<file path="config.mk">
export PLATFORM = sky130hd
export DESIGN_NAME = sbus_frame_decoder_flat
export DESIGN_NICKNAME = d
export VERILOG_FILES = /design/src/sbfd_pkg.sv /design/src/sbfd_if.sv /design/src/sbfd_assembler.sv /design/src/sbfd_unpack.sv /design/src/sbus_frame_decoder.sv /design/src/flat_wrapper.sv
export SDC_FILE = /design/constraint.sdc
export NUM_CORES = 1
export LEC_CHECK = 0
export BUFFER_PORTS_ARGS = -buffer_cell sky130_fd_sc_hd__buf_2
export CAP_MARGIN = 10
export CORE_MARGIN = 3
export CORE_UTILIZATION = 50
export DETAILED_ROUTE_END_ITERATION = 10
export PLACE_DENSITY = 0.83
export SLEW_MARGIN = 20
export SYNTH_ARGS = -nofsm -noshare
export SYNTH_HDL_FRONTEND = slang
export SYNTH_SLANG_ARGS = --single-unit
</file>
<file path="constraint.sdc">
create_clock -name clock -period 14.1 [get_ports clock]
set_clock_uncertainty 0.15 [all_clocks]
set_input_delay 0.705 -clock clock [delete_from_list [all_inputs] [get_ports clock]]
set_output_delay 0.705 -clock clock [all_outputs]
set_load 0.01 [all_outputs]
</file>
<file path="src/sbfd_pkg.sv">
`default_nettype none

package sbfd_pkg;

   // field widths
   localparam int unsigned BYTE_W = 8;
   localparam int unsigned CHAN_W = 11;
   localparam int unsigned POS_W  = 5;

   // frame layout
   localparam int unsigned BODY_LEN     = 24;  // bytes after the start byte
   localparam int unsigned OUT_CHANS    = 8;   // channels carried on the result
   localparam int unsigned FS_POS       = 22;  // flag byte, body position
   localparam int unsigned FAILSAFE_BIT = 3;

   localparam logic [7:0] START_BYTE        = 8'h0F;
   localparam logic [7:0] END_BYTE          = 8'h00;
   localparam logic [7:0] GAP_TIMEOUT_RESET = 8'd8;

   typedef logic [POS_W-1:0]  pos_type;
   typedef logic [CHAN_W-1:0] chan_type;
   typedef logic [BYTE_W-1:0] byte_type;

   // assembler to result stage
   typedef struct packed {
      logic done;      // good frame closed on this beat
      logic failsafe;  // flag bit of the frame
   } frame_ctl_type;

endpackage

`default_nettype wire

</file>
<file path="src/sbfd_if.sv">
`default_nettype none

// received byte channel
interface sbfd_req_if import sbfd_pkg::*; ();
   logic     valid;
   logic     ready;
   byte_type rx_byte;
   byte_type gap_ms;

   modport source (output valid, rx_byte, gap_ms, input ready);
   modport sink   (input valid, rx_byte, gap_ms, output ready);
endinterface

// decoded frame channel
interface sbfd_rsp_if import sbfd_pkg::*; ();
   logic     valid;
   logic     ready;
   chan_type chan_a;
   chan_type chan_b;
   chan_type chan_c;
   chan_type chan_d;
   chan_type chan_e;
   chan_type chan_f;
   chan_type chan_g;
   chan_type chan_h;
   logic     failsafe_flag;

   modport source (output valid, chan_a, chan_b, chan_c, chan_d, chan_e, chan_f,
                   chan_g, chan_h, failsafe_flag, input ready);
   modport sink   (input valid, chan_a, chan_b, chan_c, chan_d, chan_e, chan_f,
                   chan_g, chan_h, failsafe_flag, output ready);
endinterface

// timeout register write channel
interface sbfd_csr_if import sbfd_pkg::*; ();
   logic     valid;
   logic     ready;
   byte_type gap_timeout_ms;

   modport source (output valid, gap_timeout_ms, input ready);
   modport sink   (input valid, gap_timeout_ms, output ready);
endinterface

`default_nettype wire

</file>
<file path="src/sbfd_assembler.sv">
`default_nettype none

module sbfd_assembler import sbfd_pkg::*; #(
   parameter int unsigned STORE_BYTES = 11
) (
   input  wire logic                          clock,
   input  wire logic                          reset,
   input  wire logic                          beat,
   input  wire byte_type                      rx_byte,
   input  wire byte_type                      gap_ms,
   input  wire byte_type                      timeout,
   output frame_ctl_type                      ctl,
   output logic [STORE_BYTES*BYTE_W-1:0]      frame_bits
);

   logic     in_frame_ff, in_frame_in;
   pos_type  pos_ff, pos_in;
   byte_type store_ff [STORE_BYTES];
   logic     fs_ff;
   logic     live;
   logic     last;

   // a long gap drops back to hunting before the byte is looked at
   assign live = in_frame_ff && (gap_ms <= timeout);
   assign last = live && (pos_ff == pos_type'(BODY_LEN - 1));

   // frame state next value
   always_comb begin
      in_frame_in = in_frame_ff;
      pos_in      = pos_ff;
      if (beat) begin
         if (!live) begin
            in_frame_in = (rx_byte == START_BYTE);
            pos_in      = '0;
         end else if (last) begin
            in_frame_in = 1'b0;
            pos_in      = '0;
         end else begin
            pos_in = pos_ff + 1'b1;
         end
      end
   end

   always_ff @(posedge clock) begin
      if (reset) begin
         in_frame_ff <= 1'b0;
         pos_ff      <= '0;
      end else begin
         in_frame_ff <= in_frame_in;
         pos_ff      <= pos_in;
      end
   end

   // capture only the bytes that carry output channels
   for (genvar i = 0; i < STORE_BYTES; i++) begin : g_store
      always_ff @(posedge clock) begin
         if (beat && live && (pos_ff == pos_type'(i))) begin
            store_ff[i] <= rx_byte;
         end
      end
      assign frame_bits[i*BYTE_W +: BYTE_W] = store_ff[i];
   end

   // failsafe bit of the flag byte
   always_ff @(posedge clock) begin
      if (beat && live && (pos_ff == pos_type'(FS_POS))) begin
         fs_ff <= rx_byte[FAILSAFE_BIT];
      end
   end

   // end byte arrives live on the last beat
   assign ctl.done     = beat && last && (rx_byte == END_BYTE);
   assign ctl.failsafe = fs_ff;

endmodule

`default_nettype wire

</file>
<file path="src/sbfd_unpack.sv">
`default_nettype none

module sbfd_unpack import sbfd_pkg::*; #(
   parameter int unsigned OUT_N       = 8,
   parameter int unsigned STORE_BYTES = 11
) (
   input  wire logic                          clock,
   input  wire logic                          reset,
   input  wire frame_ctl_type                 ctl,
   input  wire logic [STORE_BYTES*BYTE_W-1:0] frame_bits,
   output logic                               room,
   sbfd_rsp_if.source                         rsp
);

   chan_type chan_in [OUT_CHANS];
   chan_type chan_ff [OUT_CHANS];
   logic     fs_ff;
   logic     valid_ff, valid_in;

   // 11-bit little-endian fields; unused channels read zero
   for (genvar k = 0; k < OUT_CHANS; k++) begin : g_chan
      if (k < OUT_N) begin : g_used
         assign chan_in[k] = frame_bits[k*CHAN_W +: CHAN_W];
      end else begin : g_zero
         assign chan_in[k] = '0;
      end
   end

   // result register
   assign valid_in = ctl.done || (valid_ff && !rsp.ready);
   assign room     = !valid_ff || rsp.ready;

   always_ff @(posedge clock) begin
      if (reset) begin
         valid_ff <= 1'b0;
      end else begin
         valid_ff <= valid_in;
      end
   end

   always_ff @(posedge clock) begin
      if (ctl.done) begin
         chan_ff <= chan_in;
         fs_ff   <= ctl.failsafe;
      end
   end

   assign rsp.valid         = valid_ff;
   assign rsp.chan_a        = chan_ff[0];
   assign rsp.chan_b        = chan_ff[1];
   assign rsp.chan_c        = chan_ff[2];
   assign rsp.chan_d        = chan_ff[3];
   assign rsp.chan_e        = chan_ff[4];
   assign rsp.chan_f        = chan_ff[5];
   assign rsp.chan_g        = chan_ff[6];
   assign rsp.chan_h        = chan_ff[7];
   assign rsp.failsafe_flag = fs_ff;

endmodule

`default_nettype wire

</file>
<file path="src/sbus_frame_decoder.sv">
// SBUS frame decoder.
// req_bus carries one received byte per beat together with the gap in ms
// since the byte before it. rsp_bus carries one beat per good frame: the
// first eight 11-bit channels and the failsafe flag. csr_bus writes the
// gap timeout; it is always ready and should be written only while idle.
// A gap above the timeout sends the decoder back to hunting for the 0x0F
// start byte before the byte is handled; 24 body bytes follow, and a
// frame whose end byte is not 0x00 is dropped without a result.
// The result is valid the cycle after the end byte is accepted.
// Throughput: one byte per cycle while the single result register is not stalled.
// req_bus.ready drops only while a result waits and rsp_bus.ready is low.
// Reset: hunting, timeout back to 8 ms, no result pending.
// NUM_CHANNELS below 8 fixes the higher channel fields at zero.
`default_nettype none

module sbus_frame_decoder import sbfd_pkg::*; #(
   parameter int unsigned NUM_CHANNELS = 8
) (
   input wire logic   clock,
   input wire logic   reset,
   sbfd_req_if.sink   req_bus,
   sbfd_rsp_if.source rsp_bus,
   sbfd_csr_if.sink   csr_bus
);

   localparam int unsigned OUT_N =
      (NUM_CHANNELS < OUT_CHANS) ? NUM_CHANNELS : OUT_CHANS;
   localparam int unsigned STORE_BYTES = (CHAN_W*OUT_N + BYTE_W - 1) / BYTE_W;

   byte_type                         gap_timeout_ff;
   logic                             room;
   logic                             beat;
   frame_ctl_type                    ctl;
   logic [STORE_BYTES*BYTE_W-1:0]    frame_bits;

   // timeout register
   assign csr_bus.ready = 1'b1;

   always_ff @(posedge clock) begin
      if (reset) begin
         gap_timeout_ff <= GAP_TIMEOUT_RESET;
      end else if (csr_bus.valid) begin
         gap_timeout_ff <= csr_bus.gap_timeout_ms;
      end
   end

   // input handshake
   assign req_bus.ready = room;
   assign beat          = req_bus.valid && req_bus.ready;

   sbfd_assembler #(
      .STORE_BYTES (STORE_BYTES)
   ) u_assembler (
      .clock      (clock),
      .reset      (reset),
      .beat       (beat),
      .rx_byte    (req_bus.rx_byte),
      .gap_ms     (req_bus.gap_ms),
      .timeout    (gap_timeout_ff),
      .ctl        (ctl),
      .frame_bits (frame_bits)
   );

   sbfd_unpack #(
      .OUT_N       (OUT_N),
      .STORE_BYTES (STORE_BYTES)
   ) u_unpack (
      .clock      (clock),
      .reset      (reset),
      .ctl        (ctl),
      .frame_bits (frame_bits),
      .room       (room),
      .rsp        (rsp_bus)
   );

`ifndef SYNTHESIS
   // a frame only closes on an accepted end byte
   a_done_on_end: assert property (@(posedge clock) disable iff (reset)
      ctl.done |-> (beat && (req_bus.rx_byte == END_BYTE)))
      else $error("frame closed without an accepted end byte");

   // a closed frame shows up on the result side next cycle
   a_done_to_rsp: assert property (@(posedge clock) disable iff (reset)
      ctl.done |=> rsp_bus.valid)
      else $error("decoded frame did not reach the result register");

   // a pending unaccepted result blocks the input
   a_stall_blocks: assert property (@(posedge clock) disable iff (reset)
      (rsp_bus.valid && !rsp_bus.ready) |-> !req_bus.ready)
      else $error("input taken while result register is full");
`endif

endmodule

`default_nettype wire

</file>
<file path="src/flat_wrapper.sv">
// flat-port wrapper written by rule: the top's interface ports become plain ports
module sbus_frame_decoder_flat import sbfd_pkg::*;
#(
   parameter int unsigned NUM_CHANNELS = 8
)
  (clock, reset, req_bus_valid, req_bus_rx_byte, req_bus_gap_ms, req_bus_ready, rsp_bus_valid, rsp_bus_chan_a, rsp_bus_chan_b, rsp_bus_chan_c, rsp_bus_chan_d, rsp_bus_chan_e, rsp_bus_chan_f, rsp_bus_chan_g, rsp_bus_chan_h, rsp_bus_failsafe_flag, rsp_bus_ready, csr_bus_valid, csr_bus_gap_timeout_ms, csr_bus_ready);
  sbfd_req_if req_bus_i ();
  sbfd_rsp_if rsp_bus_i ();
  sbfd_csr_if csr_bus_i ();
  input wire logic clock;
  input wire logic reset;
  input wire logic [$bits(req_bus_i.valid)-1:0] req_bus_valid;
  input wire logic [$bits(req_bus_i.rx_byte)-1:0] req_bus_rx_byte;
  input wire logic [$bits(req_bus_i.gap_ms)-1:0] req_bus_gap_ms;
  output wire logic [$bits(req_bus_i.ready)-1:0] req_bus_ready;
  output wire logic [$bits(rsp_bus_i.valid)-1:0] rsp_bus_valid;
  output wire logic [$bits(rsp_bus_i.chan_a)-1:0] rsp_bus_chan_a;
  output wire logic [$bits(rsp_bus_i.chan_b)-1:0] rsp_bus_chan_b;
  output wire logic [$bits(rsp_bus_i.chan_c)-1:0] rsp_bus_chan_c;
  output wire logic [$bits(rsp_bus_i.chan_d)-1:0] rsp_bus_chan_d;
  output wire logic [$bits(rsp_bus_i.chan_e)-1:0] rsp_bus_chan_e;
  output wire logic [$bits(rsp_bus_i.chan_f)-1:0] rsp_bus_chan_f;
  output wire logic [$bits(rsp_bus_i.chan_g)-1:0] rsp_bus_chan_g;
  output wire logic [$bits(rsp_bus_i.chan_h)-1:0] rsp_bus_chan_h;
  output wire logic [$bits(rsp_bus_i.failsafe_flag)-1:0] rsp_bus_failsafe_flag;
  input wire logic [$bits(rsp_bus_i.ready)-1:0] rsp_bus_ready;
  input wire logic [$bits(csr_bus_i.valid)-1:0] csr_bus_valid;
  input wire logic [$bits(csr_bus_i.gap_timeout_ms)-1:0] csr_bus_gap_timeout_ms;
  output wire logic [$bits(csr_bus_i.ready)-1:0] csr_bus_ready;
  assign req_bus_i.valid = req_bus_valid;
  assign req_bus_i.rx_byte = req_bus_rx_byte;
  assign req_bus_i.gap_ms = req_bus_gap_ms;
  assign req_bus_ready = req_bus_i.ready;
  assign rsp_bus_valid = rsp_bus_i.valid;
  assign rsp_bus_chan_a = rsp_bus_i.chan_a;
  assign rsp_bus_chan_b = rsp_bus_i.chan_b;
  assign rsp_bus_chan_c = rsp_bus_i.chan_c;
  assign rsp_bus_chan_d = rsp_bus_i.chan_d;
  assign rsp_bus_chan_e = rsp_bus_i.chan_e;
  assign rsp_bus_chan_f = rsp_bus_i.chan_f;
  assign rsp_bus_chan_g = rsp_bus_i.chan_g;
  assign rsp_bus_chan_h = rsp_bus_i.chan_h;
  assign rsp_bus_failsafe_flag = rsp_bus_i.failsafe_flag;
  assign rsp_bus_i.ready = rsp_bus_ready;
  assign csr_bus_i.valid = csr_bus_valid;
  assign csr_bus_i.gap_timeout_ms = csr_bus_gap_timeout_ms;
  assign csr_bus_ready = csr_bus_i.ready;
  sbus_frame_decoder #(.NUM_CHANNELS(NUM_CHANNELS)) u_core (.clock(clock), .reset(reset), .req_bus(req_bus_i), .rsp_bus(rsp_bus_i), .csr_bus(csr_bus_i));
endmodule
</file>
# Word level (Yosys, flattened, before mapping)
# Memory sizes are Yosys's and may differ from the RTL's. A register that Yosys moved wholly into a read port is not among the register bits.
# Index checks and enable logic that the tools add are counted.
# totals
regBits	17
ramBits	88
out_inout_bits	92
word_cells	115
n_memories	1
# classes
add_sub_neg	1
magnitude_cmp	1
eq_ne	14
muxes	56
n_reduce_logical	36
# mem_list
memory	words	width	rd	rd_clocked_by_memory_dff	wr	line_no	source
u_core.u_assembler.store_ff	11	8	11	11	1	sbfd_assembler.sv:18	byte_type store_ff [STORE_BYTES];
# ops
operator	count
$mux 8	10
$reduce_or 8->1	10
$mux 4	10
$mux 1	34
$eq 5x3->1 const B	4
$logic_and 1x1->1	19
$eq 5x4->1 const B	3
$eq 5x2->1 const B	2
$eq 5x5->1 const B	2
$mux 5	2
$eq 8x4->1 const B	1
$le 8x8->1	1
$logic_not 8->1	1
$add 5x1->5 const B	1
$eq 5x1->1 const B	1
$logic_not 5->1	1
$logic_not 1->1	2
$logic_or 1x1->1	2
$ne 2x1->1 const B	1
$reduce_and 2->1	1

# Longest topological paths before layout
# logic_depth
word_depth	18
depth_mapped	8
mapped_depth_nobuf	7

# Modules after synthesis
# Synthesis repeated with hierarchy kept, for this count alone.
# unflattened
hier_cells	317
area_unflattened_um2	6517.5
# modules_own_cells
mod	instances	cells_per_inst	area_per_inst_um2
sbfd_assembler	1	195	3490.8
sbfd_unpack	1	93	2718.9
sbus_frame_decoder	1	29	307.8

# Worst setup path before layout
# Ideal clock, no wire load.
# synth_timing
path_kind	in2reg
from	in req_bus_gap_ms[1]
to	reg u_core.u_unpack.chan_ff, in the netlist rsp_bus_chan_a[0], read port of u_core.u_assembler.store_ff, enable pin
setup_ns	0.537
arrival_ns	5.467
t_required_ns	13.413
setup_slack_ns	7.945
stages	7
path_buffers	1
cell_sequence	ha_1 > nor2b_1 > o211ai_1 > a211o_4 > nand3_4 > buf_6 > nor2_1
# synth_rtl
item	line_no	source
start, declared	flat_wrapper.sv:14	input wire logic [$bits(req_bus_i.gap_ms)-1:0] req_bus_gap_ms;
end, declared	sbfd_unpack.sv:16	chan_type chan_ff [OUT_CHANS];

# Worst setup path in the final report
# layout_timing
from	in req_bus_gap_ms[1]
to	mem u_core.u_assembler.store_ff[9][5] in the netlist's numbering, enable pin
# layout_between
elab_chain_cells	17
word_cells_on_any_way	66
cone_classes	order compare (1); mux (42); reduce/logical (23)
# layout_lines
item	line_no	source
$le 8x8->1 *	sbfd_assembler.sv:24	assign live = in_frame_ff && (gap_ms <= timeout);
$logic_and 1x1->1 *	sbfd_assembler.sv:24	
$logic_and 1x1->1 *	sbfd_assembler.sv:57	if (beat && live && (pos_ff == pos_type'(i))) begin
$logic_and 1x1->1	sbfd_assembler.sv:57	
$mux 1	sbfd_assembler.sv:57	
$mux 1 (not written as such)	sbfd_assembler.sv:58	store_ff[i] <= rx_byte;
$reduce_or 8->1 (no source line)	-	
$mux 4 (no source line) / $mux 1 (equally long branches) (10 in series)	-	
end, declared	sbfd_assembler.sv:18	
# Every way passes the cells marked *; elsewhere a longest branch is shown, timed or not.

==> flow_summary.toml <==
[global_route]
grt_pass1_wl_um = 16490
antenna_found_initial = 0
grt_use_total = 0.1568
grt_max_degree = 90
grt_overflow = 0
first_global_vias = 3130

[placed_design]
dpl.hpwl_um = 7039
place_congestion = 0.8212
port_buffers = 119

[synthesis]
netlist_top_cells_count = "178 x edfxtp_1, 15 x dfxtp_1, 14 x inv_1, 12 x ha_1, 12 x nand2_1"
netlist.area_leader.share = 0.8182
async_flop_share = 0
synth_fp_nets = 354
ys_warn_count = 0
synth_edf_count = 178
synthFlopType = "edfxtp_1"
synthDistinctLibCells = 42
synth.largest_area_cell = "edfxtp_1"
netlist_top_cells_area = "edfxtp_1 82%, dfxtp_1 4.6%, ha_1 2.3%"
yosys.cell_count.top_type = "edfxtp_1"
syn_avg_cell_area_um2 = 20.87
netlist_instances = 313
synth.cell_area_mm2 = 0.006533
ys_seq_area_frac = 0.8642
ys_ff_latch = 193

[sta]
clock.fmax_mhz = 355.8
tightest_slew_ns = 0.9866
rsz0062_at_grt = "no"
finalHoldViolCount = 0
finalSetupViolations = 0
maxSlewViolCount = 0
finalSetupTns_ns = 0
slew_headroom = 0.3405
min_period_ns = 2.810
hold_ws_ns = 0.2628
fin_crit_sh = 0.1993

[layout]
diodes = 0
final_util = 0.6226
syn_to_final_growth_pct = 21.26
nets = 488
drive_above_1_share = 0.3674

[setup_path]
crit_slowest_cell = "nor4_2"
crit_path_max_fanout = 11
path_cells = "buf_2, ha_1, nor2b_1, o211ai_1, a211o_4, nand3_4, nor4_2"
critPathKind = "input port to flop"
slowest_delay_ns = 0.82
critical_path.top_delay_family = "simple AND/OR/NAND/NOR gates"
required_ns = 14.00
path_buf_inv = 1
cp-start-kind = "input port"
crit_path_end_kind = "flop"
worstPathArrival_ns = 2.71

[clock_network]
clk_latency_ns = 0.42
cts_root_buffer = "clkbuf_16"
postCtsSetupRepairBufs = 0
holdBufCountCts = 0
cts_num_sinks = 193
clkSlewWorstSetupHoldPaths_ns = 0.07
postCtsResizedCells = 0
cts_buffers = 17
cts_buffer_depth = 2
cts_tree = "done"
cts_max_level = 4

[floorplanning]
io_pins = 121
die_x_um = 120.3
start_util = 0.5135
core.rowCount = 41
dieHeight_um = 120.3
die_area_mm2 = 0.01447
core_mm2 = 0.01272

[routing]
drc = 0
num_vias = 3124
drt-initial-drc-count = 197
via_per_inst = 4.943
wl_per_cell_um = 17.09
wirelength_um = 10800
first_pass_iters = 4
drtAntennaViolNets = 0

[flow_run]
cap_violations = 0

[hold_path]
hold_class = "flop to flop"

[power]
leakagePower_nw = 2.767
ir_drop_mv = 0.07297
power.density_mw_per_mm2 = 138.3

[status]
status = "finished, final reports clean"
## worst register-to-register path, cell delays in order (launching register included)
cell and delay [ns]:
dfxtp_1 0.34, inv_1 0.05, ha_1 0.28, nor2b_1 0.14, o211ai_1 0.23, a211o_4 0.22, nand3_4 0.19, nor4_2 0.83
## per-stage QoR
step | power, mW | setup WS [ns] | instances | instance area (um2)
final | 1.095 | 11.29 | 632 | 7921
after detailed placement | 0.6600 | 10.66 | 600 | 7353
after floorplan | 0.6481 | 7.945 | 313 | 6533
after CTS | 1.105 | 11.09 | 632 | 7918
after global routing | 1.132 | 11.06 | 632 | 7921
after global placement | 0.6587 | 10.74 | 600 | 7353
## final timing paths
kind | cells after the start | from | endpoint | slack, ns
worst max-delay path | 7 | req_bus_gap_ms[1] | u_core.u_assembler.store_ff[9][5]$_DFFE_PP_ | 11.29
worst min-delay path | 0 | u_core.u_assembler.store_ff[2][4]$_DFFE_PP_ | rsp_bus_chan_b[9]$_DFFE_PP_ | 0.26
worst max register to register | 7 | u_core.gap_timeout_ff[1]$_SDFFE_PP0P_ | u_core.u_assembler.store_ff[9][5]$_DFFE_PP_ | 11.30
worst min register to register | 0 | u_core.u_assembler.store_ff[2][4]$_DFFE_PP_ | rsp_bus_chan_b[9]$_DFFE_PP_ | 0.26
## power by group
group	switching, mW	leakage [nW]	total, mW	internal (mW)
clock	0.201	0.265	0.448	0.248
combinational	0.0170	0.780	0.0255	0.00848
sequential	0.000755	1.72	0.622	0.621
## state kept, by name, indices dropped and copies added (netlist names), 6 cells and up
| register | count |
|---|---|
| rsp_bus_chan_a | 11 |
| rsp_bus_chan_e | 11 |
| rsp_bus_chan_c | 11 |
| rsp_bus_chan_g | 6 |
| u_core.u_unpack.rsp.chan_h | 9 |
| u_core.gap_timeout_ff | 8 |
| rsp_bus_chan_f | 11 |
| rsp_bus_chan_d | 11 |
| rsp_bus_chan_b | 11 |
| u_core.u_assembler.store_ff | 88 |
## layer usage
metal | wire [um] | vias to the layer above | global-route usage | share of wire
li1 | - | 1485 | - | -
met1 | 4470 | 1480 | 0.1980 | 0.41
met2 | 5307 | 141 | 0.2585 | 0.49
met3 | 810 | 18 | 0.04116 | 0.075
met4 | 214 | 0 | 0.06870 | 0.020
met5 | 0 | - | 0 | 0
## cells in the final DEF, fill, tap and decap left out, types with 3 or more instances in the layout
master / n
nand4_1: 5
clkbuf_16: 17
nor4b_2: 6
nand2_1: 12
nor4_1: 3
clkbuf_1: 3
o211ai_1: 3
ha_1: 12
clkinvlp_4: 3
clkinv_4: 4
inv_1: 14
nor2_1: 8
a21oi_1: 5
mux2i_1: 7
buf_2: 119
nor3b_2: 3
edfxtp_1: 178
nand3_1: 4
dfxtp_1: 15
## cell type report
class | instances | area [um2]
flip-flops and latches | 193 | 5645
inverters | 14 | 52.55
fillers | 910 | 4801
clock buffers | 20 | 436.7
well taps | 172 | 215.2
repair buffers | 121 | 614.3
multi-input cells | 100 | 829.5
clock inverters | 12 | 127.6
## kinds of logic (layout without fill, tap and decap cells)
| group | Yosys count | after routing | share of synthesized area |
|---|---|---|---|
| AOI/OAI and AO/OA | 18 | 18 | 0.02107 |
| xor gates and xnor gates | 1 | 1 | 0.001341 |
| DFF | 193 | 193 | 0.8642 |
| muxes | 7 | 7 | 0.01073 |
| other | 1 | 1 | 0.0005741 |
| and+or+nand+nor | 61 | 61 | 0.06531 |
| adders and majority gates | 12 | 12 | 0.02298 |
| buffers and inverters | 20 | 167 | 0.01379 |
(Power assumes the default switching activity.)
